--- src/hw/rtl/bmbi_pkg.sv ---
// Shared types and constants for the battery monitor blink indicator.
`timescale 1ns / 1ps

package bmbi_pkg;

    // Configuration register indexes
    typedef enum logic [1:0] {
        CFG_FULL_LEVEL = 2'd0,
        CFG_MID_LEVEL  = 2'd1,
        CFG_LOW_LEVEL  = 2'd2
    } t_cfg_reg;

    localparam logic [7:0] FULL_LEVEL_RST = 8'd130;
    localparam logic [7:0] MID_LEVEL_RST  = 8'd125;
    localparam logic [7:0] LOW_LEVEL_RST  = 8'd120;

    // Tick dividers, stored as terminal count (ticks minus one)
    localparam logic [4:0] PRESCALE_LAST = 5'd19;
    localparam logic [6:0] SLOW_LAST     = 7'd99;
    localparam logic [4:0] MEDIUM_LAST   = 5'd24;
    localparam logic [3:0] FAST_LAST     = 4'd11;

    // floor(adc*50/333) == (adc * 50 * ceil(2^24/333)) >> 24, exact for 10-bit adc
    localparam int         SCALE_SHIFT = 24;
    localparam logic [21:0] SCALE_MULT = 22'd2519150;

    typedef struct packed {
        logic [1:0] channel;
        logic       start;
        logic [7:0] total;
        logic [7:0] other_half;
        logic [7:0] half;
        logic [7:0] motor;
        logic [7:0] module_v;
    } t_scan_res;

    typedef struct packed {
        logic led;
        logic tick;
    } t_led_stat;

endpackage

--- src/hw/rtl/bmbi_scale.sv ---
// Constant scaler: converter code to tenths of volts.
`timescale 1ns / 1ps

module bmbi_scale (
    input  logic [9:0] i_adc_result,
    output logic [7:0] o_volts
);

    logic [31:0] prod;

    assign prod    = {22'd0, i_adc_result} * {10'd0, bmbi_pkg::SCALE_MULT};
    assign o_volts = prod[bmbi_pkg::SCALE_SHIFT +: 8];

endmodule

--- src/hw/rtl/bmbi_scan.sv ---
// Channel scan sequencer and voltage reading registers.
`timescale 1ns / 1ps

module bmbi_scan (
    input  logic                 i_clk,
    input  logic                 i_rst_n,
    input  logic                 i_en,
    input  logic                 i_busy,
    input  logic [7:0]           i_volts,
    output logic [7:0]           o_total_q,
    output bmbi_pkg::t_scan_res  o_nx
);

    logic [1:0] r_step, n_step;
    logic [1:0] r_chan, n_chan;
    logic [7:0] r_total, n_total;
    logic [7:0] r_half, n_half;
    logic [7:0] r_other, n_other;
    logic [7:0] r_motor, n_motor;
    logic [7:0] r_module, n_module;
    logic       start;

    always_comb begin
        n_step   = r_step;
        n_chan   = r_chan;
        n_total  = r_total;
        n_half   = r_half;
        n_other  = r_other;
        n_motor  = r_motor;
        n_module = r_module;
        start    = 1'b0;
        if (r_chan != r_step) begin
            n_chan = r_step;
            start  = 1'b1;
        end else if (!i_busy) begin
            case (r_step)
                2'd0: n_total = i_volts;
                2'd1: begin
                    n_half  = i_volts;
                    n_other = r_total - i_volts;
                end
                2'd2: n_motor = i_volts;
                default: n_module = i_volts;
            endcase
            n_step = r_step + 2'd1;
        end
    end

    always_ff @(posedge i_clk) begin
        if (!i_rst_n) begin
            r_step   <= '0;
            r_chan   <= '0;
            r_total  <= '0;
            r_half   <= '0;
            r_other  <= '0;
            r_motor  <= '0;
            r_module <= '0;
        end else if (i_en) begin
            r_step   <= n_step;
            r_chan   <= n_chan;
            r_total  <= n_total;
            r_half   <= n_half;
            r_other  <= n_other;
            r_motor  <= n_motor;
            r_module <= n_module;
        end
    end

    assign o_total_q       = r_total;
    assign o_nx.channel    = n_chan;
    assign o_nx.start      = start;
    assign o_nx.total      = n_total;
    assign o_nx.other_half = n_other;
    assign o_nx.half       = n_half;
    assign o_nx.motor      = n_motor;
    assign o_nx.module_v   = n_module;

endmodule

--- src/hw/rtl/bmbi_led.sv ---
// Prescaler, blink timers and battery LED level.
`timescale 1ns / 1ps

module bmbi_led (
    input  logic                 i_clk,
    input  logic                 i_rst_n,
    input  logic                 i_en,
    input  logic [7:0]           i_total,
    input  logic [7:0]           i_full_level,
    input  logic [7:0]           i_mid_level,
    input  logic [7:0]           i_low_level,
    output bmbi_pkg::t_led_stat  o_stat
);

    logic [4:0] r_pre, n_pre;
    logic [6:0] r_slow, n_slow;
    logic [4:0] r_med, n_med;
    logic [3:0] r_fast, n_fast;
    logic       r_led, n_led;
    logic       tick;

    always_comb begin
        n_slow = r_slow;
        n_med  = r_med;
        n_fast = r_fast;
        n_led  = r_led;
        tick   = (r_pre == bmbi_pkg::PRESCALE_LAST);
        n_pre  = tick ? 5'd0 : r_pre + 5'd1;
        if (tick) begin
            if (i_total >= i_full_level) begin
                n_led = 1'b1;
            end
            // bands are tested in order; overlapping settings may toggle twice
            if (r_slow == bmbi_pkg::SLOW_LAST) begin
                n_slow = '0;
                if (i_total < i_full_level && i_total > i_mid_level) n_led = ~n_led;
            end else begin
                n_slow = r_slow + 7'd1;
            end
            if (r_med == bmbi_pkg::MEDIUM_LAST) begin
                n_med = '0;
                if (i_total <= i_mid_level && i_total > i_low_level) n_led = ~n_led;
            end else begin
                n_med = r_med + 5'd1;
            end
            if (r_fast == bmbi_pkg::FAST_LAST) begin
                n_fast = '0;
                if (i_total <= i_low_level) n_led = ~n_led;
            end else begin
                n_fast = r_fast + 4'd1;
            end
        end
    end

    always_ff @(posedge i_clk) begin
        if (!i_rst_n) begin
            r_pre  <= '0;
            r_slow <= '0;
            r_med  <= '0;
            r_fast <= '0;
            r_led  <= 1'b1;
        end else if (i_en) begin
            r_pre  <= n_pre;
            r_slow <= n_slow;
            r_med  <= n_med;
            r_fast <= n_fast;
            r_led  <= n_led;
        end
    end

    assign o_stat.led  = n_led;
    assign o_stat.tick = tick;

endmodule

--- src/hw/rtl/battery_monitor_blink_indicator.sv ---
// Top level: battery monitor with channel scan and blinking charge LED.
`timescale 1ns / 1ps
// An item loads into the input register when accepted and moves into the result
// register when that is empty or being drained. Throughput: one item per cycle
// unless the output stalls; the scan/LED update is one pass of logic.
// Reset (i_rst_n low, synchronous): pipeline empty, scan at channel 0, readings 0,
// timers 0, LED on, levels 130/125/120. No clearing pass.

module battery_monitor_blink_indicator (
    input  logic       i_clk,
    input  logic       i_rst_n,
    // input items: one per 1 kHz tick
    input  logic       i_in_valid,
    output logic       o_in_ready,
    input  logic       i_adc_busy,
    input  logic [9:0] i_adc_result,
    // result items
    output logic       o_out_valid,
    input  logic       i_out_ready,
    output logic       o_led_level,
    output logic [1:0] o_adc_channel,
    output logic       o_adc_start,
    output logic [7:0] o_battery_total,
    output logic [7:0] o_battery_one,
    output logic [7:0] o_battery_two,
    output logic [7:0] o_motor_volts,
    output logic [7:0] o_module_volts,
    output logic       o_timeout_tick,
    // configuration writes
    input  logic       i_cfg_valid,
    output logic       o_cfg_ready,
    input  logic [1:0] i_cfg_index,
    input  logic [7:0] i_cfg_data
);

    // ---------------- configuration registers ----------------
    logic [7:0] r_full_level, r_mid_level, r_low_level;

    assign o_cfg_ready = 1'b1;

    always_ff @(posedge i_clk) begin
        if (!i_rst_n) begin
            r_full_level <= bmbi_pkg::FULL_LEVEL_RST;
            r_mid_level  <= bmbi_pkg::MID_LEVEL_RST;
            r_low_level  <= bmbi_pkg::LOW_LEVEL_RST;
        end else if (i_cfg_valid) begin
            unique case (bmbi_pkg::t_cfg_reg'(i_cfg_index))
                bmbi_pkg::CFG_FULL_LEVEL: r_full_level <= i_cfg_data;
                bmbi_pkg::CFG_MID_LEVEL:  r_mid_level  <= i_cfg_data;
                bmbi_pkg::CFG_LOW_LEVEL:  r_low_level  <= i_cfg_data;
                default: ;  // unused index, write dropped
            endcase
        end
    end

    // ---------------- input register ----------------
    logic       r_s1_valid;
    logic       r_s1_busy;
    logic [9:0] r_s1_result;
    logic       adv;   // item in input register moves into result register

    assign adv        = r_s1_valid && (!o_out_valid || i_out_ready);
    assign o_in_ready = !r_s1_valid || adv;

    always_ff @(posedge i_clk) begin
        if (!i_rst_n) begin
            r_s1_valid <= 1'b0;
        end else if (o_in_ready) begin
            r_s1_valid <= i_in_valid;
        end
    end

    always_ff @(posedge i_clk) begin
        if (o_in_ready && i_in_valid) begin
            r_s1_busy   <= i_adc_busy;
            r_s1_result <= i_adc_result;
        end
    end

    // ---------------- update logic ----------------
    logic [7:0]          volts;
    logic [7:0]          total_q;
    bmbi_pkg::t_scan_res scan_nx;
    bmbi_pkg::t_led_stat led_nx;

    bmbi_scale u_scale (
        .i_adc_result (r_s1_result),
        .o_volts      (volts)
    );

    bmbi_scan u_scan (
        .i_clk     (i_clk),
        .i_rst_n   (i_rst_n),
        .i_en      (adv),
        .i_busy    (r_s1_busy),
        .i_volts   (volts),
        .o_total_q (total_q),
        .o_nx      (scan_nx)
    );

    // LED sees the total as it stood before this item's conversion step
    bmbi_led u_led (
        .i_clk        (i_clk),
        .i_rst_n      (i_rst_n),
        .i_en         (adv),
        .i_total      (total_q),
        .i_full_level (r_full_level),
        .i_mid_level  (r_mid_level),
        .i_low_level  (r_low_level),
        .o_stat       (led_nx)
    );

    // ---------------- result register ----------------
    logic                r_out_valid;
    logic [1:0]          r_out_channel;
    bmbi_pkg::t_scan_res r_out_scan;
    bmbi_pkg::t_led_stat r_out_led;

    always_ff @(posedge i_clk) begin
        if (!i_rst_n) begin
            r_out_valid   <= 1'b0;
            r_out_channel <= '0;
        end else begin
            if (adv) begin
                r_out_valid   <= 1'b1;
                r_out_channel <= scan_nx.channel;
            end else if (i_out_ready) begin
                r_out_valid <= 1'b0;
            end
        end
    end

    always_ff @(posedge i_clk) begin
        if (adv) begin
            r_out_scan <= scan_nx;
            r_out_led  <= led_nx;
        end
    end

    assign o_out_valid     = r_out_valid;
    assign o_led_level     = r_out_led.led;
    assign o_timeout_tick  = r_out_led.tick;
    assign o_adc_channel   = r_out_channel;
    assign o_adc_start     = r_out_scan.start;
    assign o_battery_total = r_out_scan.total;
    assign o_battery_one   = r_out_scan.other_half;
    assign o_battery_two   = r_out_scan.half;
    assign o_motor_volts   = r_out_scan.motor;
    assign o_module_volts  = r_out_scan.module_v;

    // ---------------- assertions ----------------
    a_adv_fills_out: assert property (@(posedge i_clk) disable iff (!i_rst_n)
        adv |=> o_out_valid)
        else $error("advanced item did not reach result register");

    a_s1_kept: assert property (@(posedge i_clk) disable iff (!i_rst_n)
        r_s1_valid && !adv |=> r_s1_valid)
        else $error("stalled item lost from input register");

    a_start_on_change: assert property (@(posedge i_clk) disable iff (!i_rst_n)
        adv && scan_nx.start |-> scan_nx.channel != r_out_channel)
        else $error("start pulsed without a channel change");

endmodule

--- config.mk ---
export PLATFORM = sky130hd
export DESIGN_NAME = battery_monitor_blink_indicator
export DESIGN_NICKNAME = d
export VERILOG_FILES = /design/src/hw/rtl/bmbi_pkg.sv /design/src/hw/rtl/bmbi_scale.sv /design/src/hw/rtl/bmbi_scan.sv /design/src/hw/rtl/bmbi_led.sv /design/src/hw/rtl/battery_monitor_blink_indicator.sv
export SDC_FILE = /design/constraint.sdc
export NUM_CORES = 1
export LEC_CHECK = 0
export BUFFER_PORTS_ARGS = -buffer_cell sky130_fd_sc_hd__buf_2
export CAP_MARGIN = 20
export CORE_ASPECT_RATIO = 0.5
export CORE_MARGIN = 2
export CORE_UTILIZATION = 60
export CTS_BUF_LIST = sky130_fd_sc_hd__clkbuf_2 sky130_fd_sc_hd__clkbuf_4 sky130_fd_sc_hd__clkbuf_8
export DETAILED_ROUTE_END_ITERATION = 10
export PLACE_DENSITY_LB_ADDON = 0.2
export SLEW_MARGIN = 20
export SYNTH_ARGS = -nofsm -noshare
export SYNTH_HDL_FRONTEND = slang
export SYNTH_SLANG_ARGS = --single-unit
export TNS_END_PERCENT = 50
--- constraint.sdc ---
create_clock -name i_clk -period 15.2 [get_ports i_clk]
set_input_delay 0.76 -clock i_clk [delete_from_list [all_inputs] [get_ports i_clk]]
set_output_delay 0.76 -clock i_clk [all_outputs]
set_load 0.02 [all_outputs]
## After elaboration in Yosys (flattened, before gate mapping)

Cells that the tools add are included.

- Mux-type cells: 33
- Equality and inequality tests: 9
- Magnitude comparators: 6
- Reductions and logical operators: 18
- Add/subtract/negate cells: 6
- Multipliers: 1
- Bitwise operators: 5

Operators with widths:

| operator | count |
|---|---|
| 8-bit 2-to-1 mux | 15 |
| 10-bit by 21-bit multiplier with 31-bit output, second input constant | 1 |
| 8-bit > comparator | 2 |
| 8-bit <= comparator | 2 |
| 1-bit 2-to-1 mux | 14 |
| 5-bit by 1-bit adder with 5-bit output, second input constant | 2 |
| 5-bit equality test, second input constant | 2 |
| 5-bit 2-to-1 mux | 2 |
| 2-bit AND reduction | 5 |
| 8-bit greater-or-equal comparator | 1 |
| 8-bit less-than comparator | 1 |
| 8-bit subtractor | 1 |
| 7-bit by 1-bit adder with 7-bit output, second input constant | 1 |
| 7-bit equality test, second input constant | 1 |
| 7-bit 2-to-1 mux | 1 |
| 1-bit NOT | 5 |
| 4-bit by 1-bit adder with 4-bit output, second input constant | 1 |
| 2-bit by 1-bit equality test with 1-bit output, second input constant | 2 |
| 2-bit equality test, second input constant | 2 |
| 4-bit equality test, second input constant | 1 |
| 1-bit logical AND | 4 |
| 2-bit zero test | 2 |
| 4-bit 2-to-1 mux | 1 |
| 3-bit AND reduction | 1 |
| 6 further kinds | 8 |

- Output and inout port bits: 48
- Bits of input ports: 26
- Register bits: 146

## Depth between registers and ports, before layout

Gate-level depths: netlist of run 1.

- Depth after elaboration: 15
- Gate-level depth with buffers: 27

## By module

Synthesis of run 1 repeated with hierarchy kept, for this count alone.

- Cell total of the unflattened synthesis: 1012
- Area, all modules: 10189.8 um^2

Modules (own cells, without submodules):

| module | cells each | area each (um^2) | times used | sequential area each (um^2) |
|---|---|---|---|---|
| bmbi_scale | 345 | 3170.5 | 1 | 0.0 |
| battery_monitor_blink_indicator | 166 | 2653.8 | 1 | 2182.1 |
| bmbi_scan | 288 | 2623.8 | 1 | 880.8 |
| bmbi_led | 213 | 1741.7 | 1 | 440.4 |

## Worst setup path after synthesis of run 1

Ideal clock, no wire load.

- Path type: reg-to-reg
- From: register r_s1_result[7]
- To: register r_out_scan, in the netlist o_battery_one[7] (data pin)
- Setup slack: 8225 ps
- Data arrival time: 6712 ps
- Period minus slack after synthesis: 6975 ps
- Setup time: 262 ps
- Stages on the path, launching flop included: 24
- Cells stage by stage: edfxtp_1 -> fa_1 -> inv_1 -> fa_1 -> fa_1 -> inv_1 -> fa_1 -> fa_1 -> ha_1 -> and3_1 -> and2_1 -> a31oi_1 -> o211ai_1 -> a21oi_1 -> o21bai_1 -> xnor2_1 -> ha_1 -> a21o_1 -> a21o_2 -> a31o_2 -> or3_4 -> a311oi_2 -> xor2_1 -> o21ai_1

RTL lines:

| element | line | text |
|---|---|---|
| start, declared | battery_monitor_blink_indicator.sv:59 | `logic [9:0] r_s1_result;` |
| start signal, assigned | battery_monitor_blink_indicator.sv:76 | `r_s1_result <= i_adc_result;` |
| end signal, assigned | battery_monitor_blink_indicator.sv:135 | `r_out_scan <= scan_nx;` |
| end, declared | battery_monitor_blink_indicator.sv:116 | `bmbi_pkg::t_scan_res r_out_scan;` |

==> results of run 1 <==
==> registers in the layout, summed over array words and instances (netlist names), 4 cells and up <==
register,count
o_battery_two,8
u_led.r_slow,7
o_motor_volts,8
u_led.r_med,5
o_module_volts,8
r_s1_result,10
u_scan.o_total_q,8
u_led.r_pre,5
u_scan.r_motor,8
u_scan.r_half,8
u_scan.r_module,8
u_scan.r_other,8
o_battery_total,8
r_mid_level,8
u_led.r_fast,4
r_low_level,8
o_battery_one,8
r_full_level,8
==> critical path: cells and delay by family (launching register included) <==
kind            cells  cell delay (ps)
simple gates        4              860
flops               1              530
xor+xnor            2              900
mux                 1               90
fa+ha+maj           7             3290
buf+inv             2              130
compound gates      8             1560
==> per-layer routing <==
metal	share of wire	routed length, um	GRT usage	vias up
li1	-	-	-	3505
met1	0.45	9067	0.3207	3333
met2	0.49	9817	0.4513	144
met3	0.035	703	0.04167	43
met4	0.031	627	0.1069	0
met5	0	0	0	-
==> power by group <==
group          internal [uW]  switching (uW)  total [uW]
Clock                    129             184         314
Combinational            255             390         645
Sequential               427            15.0         442
==> logic make-up (layout without fill, tap and decap cells) <==
family,after synthesis,in the layout
xor+xnor,29,29
mux,15,15
simple gates,286,286
fa+ha+maj,184,184
buf+inv,159,236
other cells,1,1
compound gates,180,180
flops,146,146
==> cells in the mapped netlist, drive strengths merged (2+ instances only) <==
cell    instances
nor3b           2
maj3            2
and2            7
nor3           10
and3b           2
or3             4
inv           126
nand3b          3
edfxtp         54
mux2            2
xnor2          15
fa             49
buf             4
dfxtp          92
o22ai           2
nand2         122
a22oi           3
nand4          13
clkbuf         26
ha            133
a21oi          68
xor2           13
or2             2
a31o            3
nor2           88
o21a           10
nand3          18
nor2b           5
a21o            9
o21ai          59
o211ai          8
o21bai          2
mux2i          13
and3            3
a211oi          8
==> final cells by class <==
cell class | count | share of cell area
inverters | 127 | 0.04574
flip-flops and latches | 146 | 0.3323
multi-input cells | 695 | 0.5211
clock inverters | 14 | 0.01441
clock buffers | 18 | 0.02377
repair buffers | 77 | 0.03818
well taps | 204 | 0.02449
==> worst min-delay path by stage <==
stage	start	endpoint	slack, ps
floorplan	u_scan.r_other[7]	u_scan.r_other[7]	430
global placement	u_scan.r_other[7]	u_scan.r_other[7]	440
detailed placement	u_scan.r_half[5]	u_scan.r_half[5]	450
CTS	i_adc_busy	r_s1_busy	460
global route	i_adc_result[5]	r_s1_result[5]	460
finish	u_scan.r_half[4]	u_scan.r_half[4]	460
==> per-stage QoR <==
stage	std cells	utilization	power, uW
after floorplan	1000	-	922.4
after global placement	1249	0.6486	1069
after detailed placement	1249	0.6486	1091
after CTS	1281	0.6744	1407
after global routing	1281	0.6744	1510
final	1281	0.6744	1401
==> metrics.md, run 1 <==
| Metric | Value |
|---|---|
| Endpoints failing hold | `0` |
| R2r startpoint | `r_s1_result[7]` |
| Setup crit start | `r_s1_result[7]` |
| Peak VDD IR | `0.1192 mV` |
| Top-Level Pins | `74` |
| Cell Area, Synth | `9523 um^2` |
| Clock Latency Late Sink | `470 ps` |
| Worst Hold Margin | `461.3 ps` |
| Post-Route WL | `20220 um` |
| Via density | `5.484` |
| R2R Path End | `o_battery_one[7]` |
| Most used DFF post-synth | `dfxtp_1` |
| Die Wd | `182.2 um` |
| Leak Pwr | `0.004798 uW` |
| Crit path cell chain | `fa_1, inv_1, fa_1, fa_1, inv_1, fa_1, fa_1, ha_1, and3_1, and2_1, a31oi_1, o211ai_1, a21oi_1, o21bai_1, xnor2_1, ha_1, a21o_1, a21o_2, nand3_1, mux2i_1, or3_4, a311oi_2, xor2_1, o21ai_1` |
| Layout Area Growth over Synthesis | `9.447%` |
| Worst Setup EP | `o_battery_one[7]` |
| Highest-count cells in the layout ignoring fill and taps | `ha_1 (133), inv_1 (125), nand2_1 (122)` |
| Floorplan row count | `32` |
| Cells after synthesis | `1000` |
| #FFs+latches synth | `146` |
| Most common cell after layout, fill and taps aside | `ha_1` |
| Post-CTS Hold Fix Bufs | `0` |
| Final Cycle Share | `0.5045` |
| Multi-input logic area | `5431 um^2` |
| Cell taking the most area after synthesis | `dfxtp_1` |
| Via count | `7025` |
| Post-synthesis xor/xnor area fraction | `0.02838` |
| Hold WC Path Type | `reg -> reg` |
| Number of max-cap violations | `0` |
| Die area | `16960 um^2` |
| Final antenna diode count | `0` |
| Count of final setup violators | `0` |
| DRC violations left | `0` |
| Final worst setup slack | `7532 ps` |
| Global route overflow | `0` |
| Flop2flop setup slack | `7530 ps` |
| Status | `finished, final reports clean` |
| Async SR Flop Fraction | `0` |
| Slew headroom | `0.3489` |
| Post-CTS sizing | `0` |
| Seq/Total Area, Yosys | `0.3637` |
| Hold path depth | `2` |
| Register-to-Register Path Depth | `24` |
| Worst Setup Start Kind | `register` |
| Distinct cell type count after synthesis | `64` |
| Combinational family with the most area after synthesis | `adder cells` |
| Worst path required time | `15380 ps` |
| Syn Area/Cell | `9.523 um^2` |
| RSZ-0062 raised after global routing | `false` |
| Final instance area | `10420 um^2` |
| Core ar. | `15450 um^2` |
| Clock Tree Buf Depth | `2` |
| Die H | `93.09 um` |
| Critical path class | `reg -> reg` |
| Drt wl/cell | `15.78 um` |
| Initial core utilization | `0.6162` |
| Syn_nets | `1208` |
| CTS H-tree depth | `4` |
| Number of synthesized flops with an enable pin | `54` |
| Post-place setup slack | `7632 ps` |
| Worst Setup End Kind | `register` |
| Initial DRC count | `357` |
| Worst slew pin tran | `969.7 ps` |
| Worst Path Max Fanout | `10` |
| Global router's overall resource usage | `0.2572` |
| Synth top area share | `0.1934` |
| Pwr Density | `134.4 nW/um^2` |
| Max-slew violation count | `0` |
| Fill count | `1198` |
| Final setup TNS | `0 ps` |
| Initial antenna violation count | `0` |
| Placement Cell Area | `10020 um^2` |
| Ratio of cells with drive above 1 in the final layout | `0.1188` |
| Synth Area in Adders | `0.2800` |
| Router iterations before antenna repair | `5` |
| CTS Sinks | `146` |
| Minimum clock period | `7668 ps` |
| Number of global-route vias before repair | `7087` |
| Setup repair bufs after CTS | `0` |
| Clock root buffer | `clkbuf_8` |
| Crit-path most repeated cell | `fa_1` |
| GPL Wtd Cong | `0.9642` |
| Top post-synthesis cells by area | `dfxtp_1 (19%), ha_1 (17%), edfxtp_1 (17%)` |
| Max frequency | `130.4 MHz` |
| Pin count of the biggest net entering global routing | `67` |
| Register area | `3463 um^2` |
| CTS tree | `done` |
| Setup Skew | `21.73 ps` |
| Worst-path clk slew | `100 ps` |
| CP peak stage delay | `720 ps` |
| Critical path's slowest cell | `xnor2_1` |
| Num CTS Buffers | `17` |
| Antenna Violating Nets Remaining | `0` |
| Mux cell area share after synthesis | `0.01603` |
| Final net count | `1272` |
| Synth Warn # | `0` |
| Arr. time, crit path | `7850 ps` |
| Post-detail-place hpwl | `15180 um` |
| Area share of and/or/nand/nor cells after synthesis | `0.1327` |
| Global-route wire length before repair | `33910 um` |
| IO Port Bufs | `72` |
| Synth Area in Compound Gates | `0.1129` |
No activity file was read; power rests on OpenSTA's default activity.
==> inputs of run 2 (changes only) <==
clock period = 7.15 ns   (was 15.2 ns; I/O delays follow)
==> run 2 against run 1 <==
  * Maximum frequency is 10% higher
  * Largest power group unchanged
  * Die area unchanged
  * First-iteration DRC count up 5.9%
  * Critical path depth decreased by 1
  * Non-clock buffer count is 13 higher
  * Cell count increased by 1.0%
  * Combinational power grew 140%
  * Critical endpoint unchanged
  * Clock skew is 5.2 ps lower
==> metrics.md, run 2 (same netlist as run 1, synthesis figures left out) <==
| Metric | Value |
|---|---|
| Peak VDD IR | `0.1996 mV` |
| Num CTS Buffers | `17` |
| Number of global-route vias before repair | `7083` |
| Final Cycle Share | `0.9719` |
| Leak Pwr | `0.004852 uW` |
| DRC violations left | `0` |
| Endpoints failing hold | `0` |
| Clock Latency Late Sink | `460 ps` |
| CP delay by family, top | `adder cells` |
| Worst path required time | `7320 ps` |
| Initial DRC count | `378` |
| Crit-path most repeated cell | `fa_1` |
| Post-Route WL | `21170 um` |
| Worst Setup End Kind | `register` |
| Arr. time, crit path | `7120 ps` |
| Worst Setup Start Kind | `register` |
| Flop2flop setup slack | `200 ps` |
| Via density | `5.534` |
| Pwr Density | `295.5 nW/um^2` |
| CP peak stage delay | `560 ps` |
| CP bufs+invs | `2` |
| Max-slew violation count | `0` |
| Clock Tree Buf Depth | `2` |
| Initial core utilization | `0.6162` |
| R2R Path End | `o_battery_one[7]` |
| Slew headroom | `0.3742` |
| Drt wl/cell | `16.36 um` |
| Post-detail-place hpwl | `15610 um` |
| Minimum clock period | `6949 ps` |
| Post-CTS Hold Fix Bufs | `0` |
| Worst-path clk slew | `100 ps` |
| Count of final setup violators | `0` |
| Final antenna diode count | `0` |
| Global router's overall resource usage | `0.2612` |
| Post-place setup slack | `31.48 ps` |
| Critical path's slowest cell | `fa_1` |
| Final core utilization | `0.6824` |
| Most common cell after layout, fill and taps aside | `ha_1` |
| Top reg by flops | `r_s1_result` |
| Global route overflow | `0` |
| Via count | `7161` |
| IO Port Bufs | `72` |
| Pin count of the biggest net entering global routing | `67` |
| CTS Sinks | `146` |
| HP Start | `i_adc_result[9]` |
| GPL Wtd Cong | `0.9631` |
| Number of max-cap violations | `0` |
| Final worst setup slack | `201.3 ps` |
| Layout Area Growth over Synthesis | `10.75%` |
| R2r startpoint | `r_s1_result[8]` |
| Antenna Violating Nets Remaining | `0` |
| Core ar. | `15450 um^2` |
| Final net count | `1285` |
| Critical path class | `reg -> reg` |
| Initial antenna violation count | `0` |
| Worst Path Max Fanout | `4` |
| Top-Level Pins | `74` |
| Setup Skew | `16.50 ps` |
| Max frequency | `143.9 MHz` |
| Status | `finished, final reports clean` |
| Max reg flops | `10` |
| Ratio of cells with drive above 1 in the final layout | `0.1330` |
| Min-Delay Endpoint | `r_s1_result[9]` |
| Router iterations before antenna repair | `5` |
| Crit path cell chain | `fa_1, inv_1, fa_1, fa_1, inv_1, fa_1, fa_1, ha_1, and3_1, and2_1, a31oi_2, o211ai_1, a21oi_2, o21bai_1, a21oi_1, xor2_1, ha_1, a21o_2, a31o_2, o311a_2, a311oi_4, xor2_1, o21ai_1` |
| Floorplan row count | `32` |
| Hold path depth | `1` |
| Die Wd | `182.2 um` |
| Highest-count cells in the layout ignoring fill and taps | `ha_1 (133), inv_1 (125), nand2_1 (122)` |
| CTS H-tree depth | `4` |
| CTS tree | `done` |
| Hold WC Path Type | `in -> reg` |
| Global-route wire length before repair | `34220 um` |
| Die area | `16960 um^2` |
| Register-to-Register Path Depth | `23` |
| Clock root buffer | `clkbuf_8` |
| Worst slew pin tran | `936.5 ps` |
| Die H | `93.09 um` |
[run 2: cell count changes in the layout (fill, tap and decap cells not counted), sizes merged]
cell	before	now
clkinvlp	0	3
buf	77	90
inv	139	133
bufinv	0	1
clkinv	2	4
[run 2: worst max-delay path by stage]
| stage | cells past startpoint | slack [ps] | from | end |
|---|---|---|---|---|
| after floorplan | 23 | 180 | r_s1_result[7] | o_battery_one[7] |
| after global placement | 23 | 250 | r_s1_result[8] | o_battery_one[7] |
| after detailed placement | 23 | 30 | r_s1_result[8] | o_battery_one[7] |
| after CTS | 23 | 30 | r_s1_result[8] | o_battery_one[7] |
| after global routing | 23 | -100 | r_s1_result[8] | o_battery_one[7] |
| final | 23 | 200 | r_s1_result[8] | o_battery_one[7] |
[run 2: repair_timing]
action                     in CTS  in global routing
setup endpoints to repair       0                  4
gates resized for setup         0                  4
setup buffers                   0                  5
[run 2: report_power, final]
group	total [uW]	switching, uW	internal (uW)
clock	654	363	291
sequential	938	30.1	908
combinational	1520	899	626
total	3120	1290	1820
[run 2: metrics by stage]
stage	cell area, um^2	hold WS, ps	instances	total power, uW	TNS [ps]
after floorplan	9523	430.4	1000	1961	0
after global placement	10080	438.3	1257	2365	0
after detailed placement	10080	454.1	1257	2418	0
after CTS	10470	49.84	1289	3082	0
after global routing	10550	40.31	1294	3346	-220.0
final	10550	68.51	1294	3116	0
[run 2: area by class of cell]
cell class,count,area [um^2]
clock buffer,18,241.5
tap,204,255.2
clock inverter,14,147.6
multi-input combinational,695,5466
timing repair buffer,90,495.5
fill,1218,4908
inverter,127,476.7
sequential,146,3463
[run 2: routing by layer]
metal | vias to the layer above | routed length [um] | global-route usage
met5 | - | 0 | 0
met4 | 0 | 378 | 0.08804
met3 | 34 | 930 | 0.04984
met2 | 173 | 10390 | 0.4580
met1 | 3428 | 9466 | 0.3287
li1 | 3526 | - | -
==> inputs of run 3 (changes only) <==
CELL_PAD_IN_SITES_DETAIL_PLACEMENT = 0   (was not set)
CELL_PAD_IN_SITES_GLOBAL_PLACEMENT = 2   (was not set)
CORE_UTILIZATION = 40   (was 60)
==> run 3 against run 2 <==
  * Register-to-register slack improved by 40 ps
  * Routed wire length increased by 5.3%
  * Hold slack improved by 15 ps
  * Cell count increased by 8.6%
  * First-iteration DRC count decreased by 12%
  * Worst setup slack improved by 44 ps
  * Clock-buffer cell count increased by 2
  * Global-route usage decreased by 8.0 points
  * Via count decreased by 3.4%
  * Combinational power increased by 14%
  * Sequential power about the same
  * Critical endpoint is now o_battery_one[6]
  * Largest cell class unchanged
  * Largest power group unchanged
==> metrics.md, run 3 (same netlist as run 1, synthesis figures left out) <==
| Metric | Value |
|---|---|
| Max-slew violation count | `0` |
| Top reg by flops | `r_s1_result` |
| Global-route wire length before repair | `35520 um` |
| Critical Path Stages | `22` |
| Crit path cell chain | `fa_1, inv_2, fa_1, fa_1, inv_1, fa_1, fa_1, ha_4, nand4_1, a211o_1, o211ai_1, a21oi_2, o21bai_2, xnor2_2, buf_4, fa_1, a21o_1, a31o_2, a311o_1, maj3_2, xnor2_2, o21ai_0` |
| Max reg flops | `10` |
| Number of max-cap violations | `0` |
| Max frequency | `144.8 MHz` |
| Setup Skew | `10.38 ps` |
| Die H | `113.1 um` |
| Via density | `4.925` |
| GPL Wtd Cong | `0.8662` |
| CP bufs+invs | `3` |
| Clock Tree Buf Depth | `2` |
| Clock Latency Late Sink | `440 ps` |
| Initial antenna violation count | `0` |
| Slew headroom | `0.3211` |
| Hold WC Path Type | `in -> reg` |
| Final antenna diode count | `0` |
| CP peak stage delay | `560 ps` |
| Number of global-route vias before repair | `6722` |
| CP delay by family, top | `adder cells` |
| Post-CTS Hold Fix Bufs | `0` |
| Die Wd | `222.2 um` |
| Worst-path clk slew | `80 ps` |
| Final net count | `1293` |
| Count of final setup violators | `0` |
| Initial core utilization | `0.4126` |
| Drt wl/cell | `15.86 um` |
| Ratio of cells with drive above 1 in the final layout | `0.1466` |
| Post-detail-place hpwl | `16850 um` |
| Final core utilization | `0.4670` |
| Final Cycle Share | `0.9656` |
| Critical path's slowest cell | `fa_1` |
| Post-Route WL | `22290 um` |
| CTS tree | `done` |
| Minimum clock period | `6904 ps` |
| Pin count of the biggest net entering global routing | `42` |
| IO Port Bufs | `72` |
| Final worst setup slack | `245.7 ps` |
| Top-Level Pins | `74` |
| Fill count | `2221` |
| Status | `finished, final reports clean` |
| Peak VDD IR | `0.2020 mV` |
| DRC violations left | `0` |
| CTS H-tree depth | `4` |
| Floorplan row count | `39` |
| Highest-count cells in the layout ignoring fill and taps | `ha_1 (127), inv_1 (124), nand2_1 (122)` |
| Router iterations before antenna repair | `4` |
| Register-to-Register Path Depth | `22` |
| Worst Setup Start Kind | `register` |
| Antenna Violating Nets Remaining | `0` |
| Pwr Density | `300.9 nW/um^2` |
| Worst path required time | `7300 ps` |
| Global route overflow | `0` |
| Worst Path Max Fanout | `4` |
| Post-place setup slack | `-18.62 ps` |
| CTS Sinks | `146` |
| Leak Pwr | `0.004875 uW` |
| Most common cell after layout, fill and taps aside | `ha_1` |
| Crit-path most repeated cell | `fa_1` |
| Worst Setup End Kind | `register` |
| Num CTS Buffers | `17` |
| Initial DRC count | `333` |
| Via count | `6919` |
| Critical path class | `reg -> reg` |
| Layout Area Growth over Synthesis | `13.18%` |
| Core ar. | `23080 um^2` |
| Die area | `25130 um^2` |
| Worst slew pin tran | `1016 ps` |
| Hold path depth | `1` |
| Clock root buffer | `clkbuf_8` |
| Endpoints failing hold | `0` |
| Global router's overall resource usage | `0.1813` |
| Arr. time, crit path | `7050 ps` |
run 3: metrics by stage:
| stage | instances | TNS, ps | total power, uW | area [um^2] | hold slack (ps) |
|---|---|---|---|---|---|
| 3_5_place_dp | 1368 | -18.62 | 2526 | 10270 | 443.5 |
| 6_report | 1405 | 0 | 3243 | 10780 | 83.51 |
| 5_1_grt | 1405 | -44.00 | 3505 | 10780 | 48.93 |
| 3_3_place_gp | 1368 | 0 | 2507 | 10270 | 439.9 |
| 2_1_floorplan | 1000 | 0 | 1961 | 9523 | 430.4 |
| 4_1_cts | 1400 | 0 | 3117 | 10610 | 55.75 |
run 3: report_power, final:
group / internal [uW] / switching, uW
sequential: 908 / 29.7
combinational: 751 / 990
clock: 250 / 314
run 3: repair_timing:
item / 4_1_cts / 5_1_grt
resized for setup: 1 / 15
pin swaps: 0 / 21
endpoints found under the setup margin: 1 / 5
setup buffers: 0 / 5
run 3: final cells by class:
| class | count | area (um^2) | area share |
|---|---|---|---|
| Tap cell | 307 | 384.1 | 0.03564 |
| Clock buffer | 20 | 262.8 | 0.02438 |
| Clock inverter | 12 | 68.82 | 0.006385 |
| Multi-Input combinational cell | 695 | 5567 | 0.5165 |
| Inverter | 127 | 476.7 | 0.04423 |
| Sequential cell | 146 | 3463 | 0.3213 |
| Timing Repair Buffer | 98 | 555.5 | 0.05154 |
run 3: final timing paths:
path / endpoint / slack, ps / from
worst max-delay path: o_battery_one[6] / 250 / r_s1_result[9]
worst min-delay path: r_s1_busy / 80 / i_adc_busy
worst max register to register: o_battery_one[6] / 250 / r_s1_result[9]
worst min register to register: u_scan.r_other[7] / 450 / u_scan.r_other[7]
run 3: metal layers:
metal / wire (um) / GRT usage
met3: 382 / 0.02882
met2: 10600 / 0.3060
met5: 0 / 0
met1: 11070 / 0.2464
met4: 235 / 0.04189
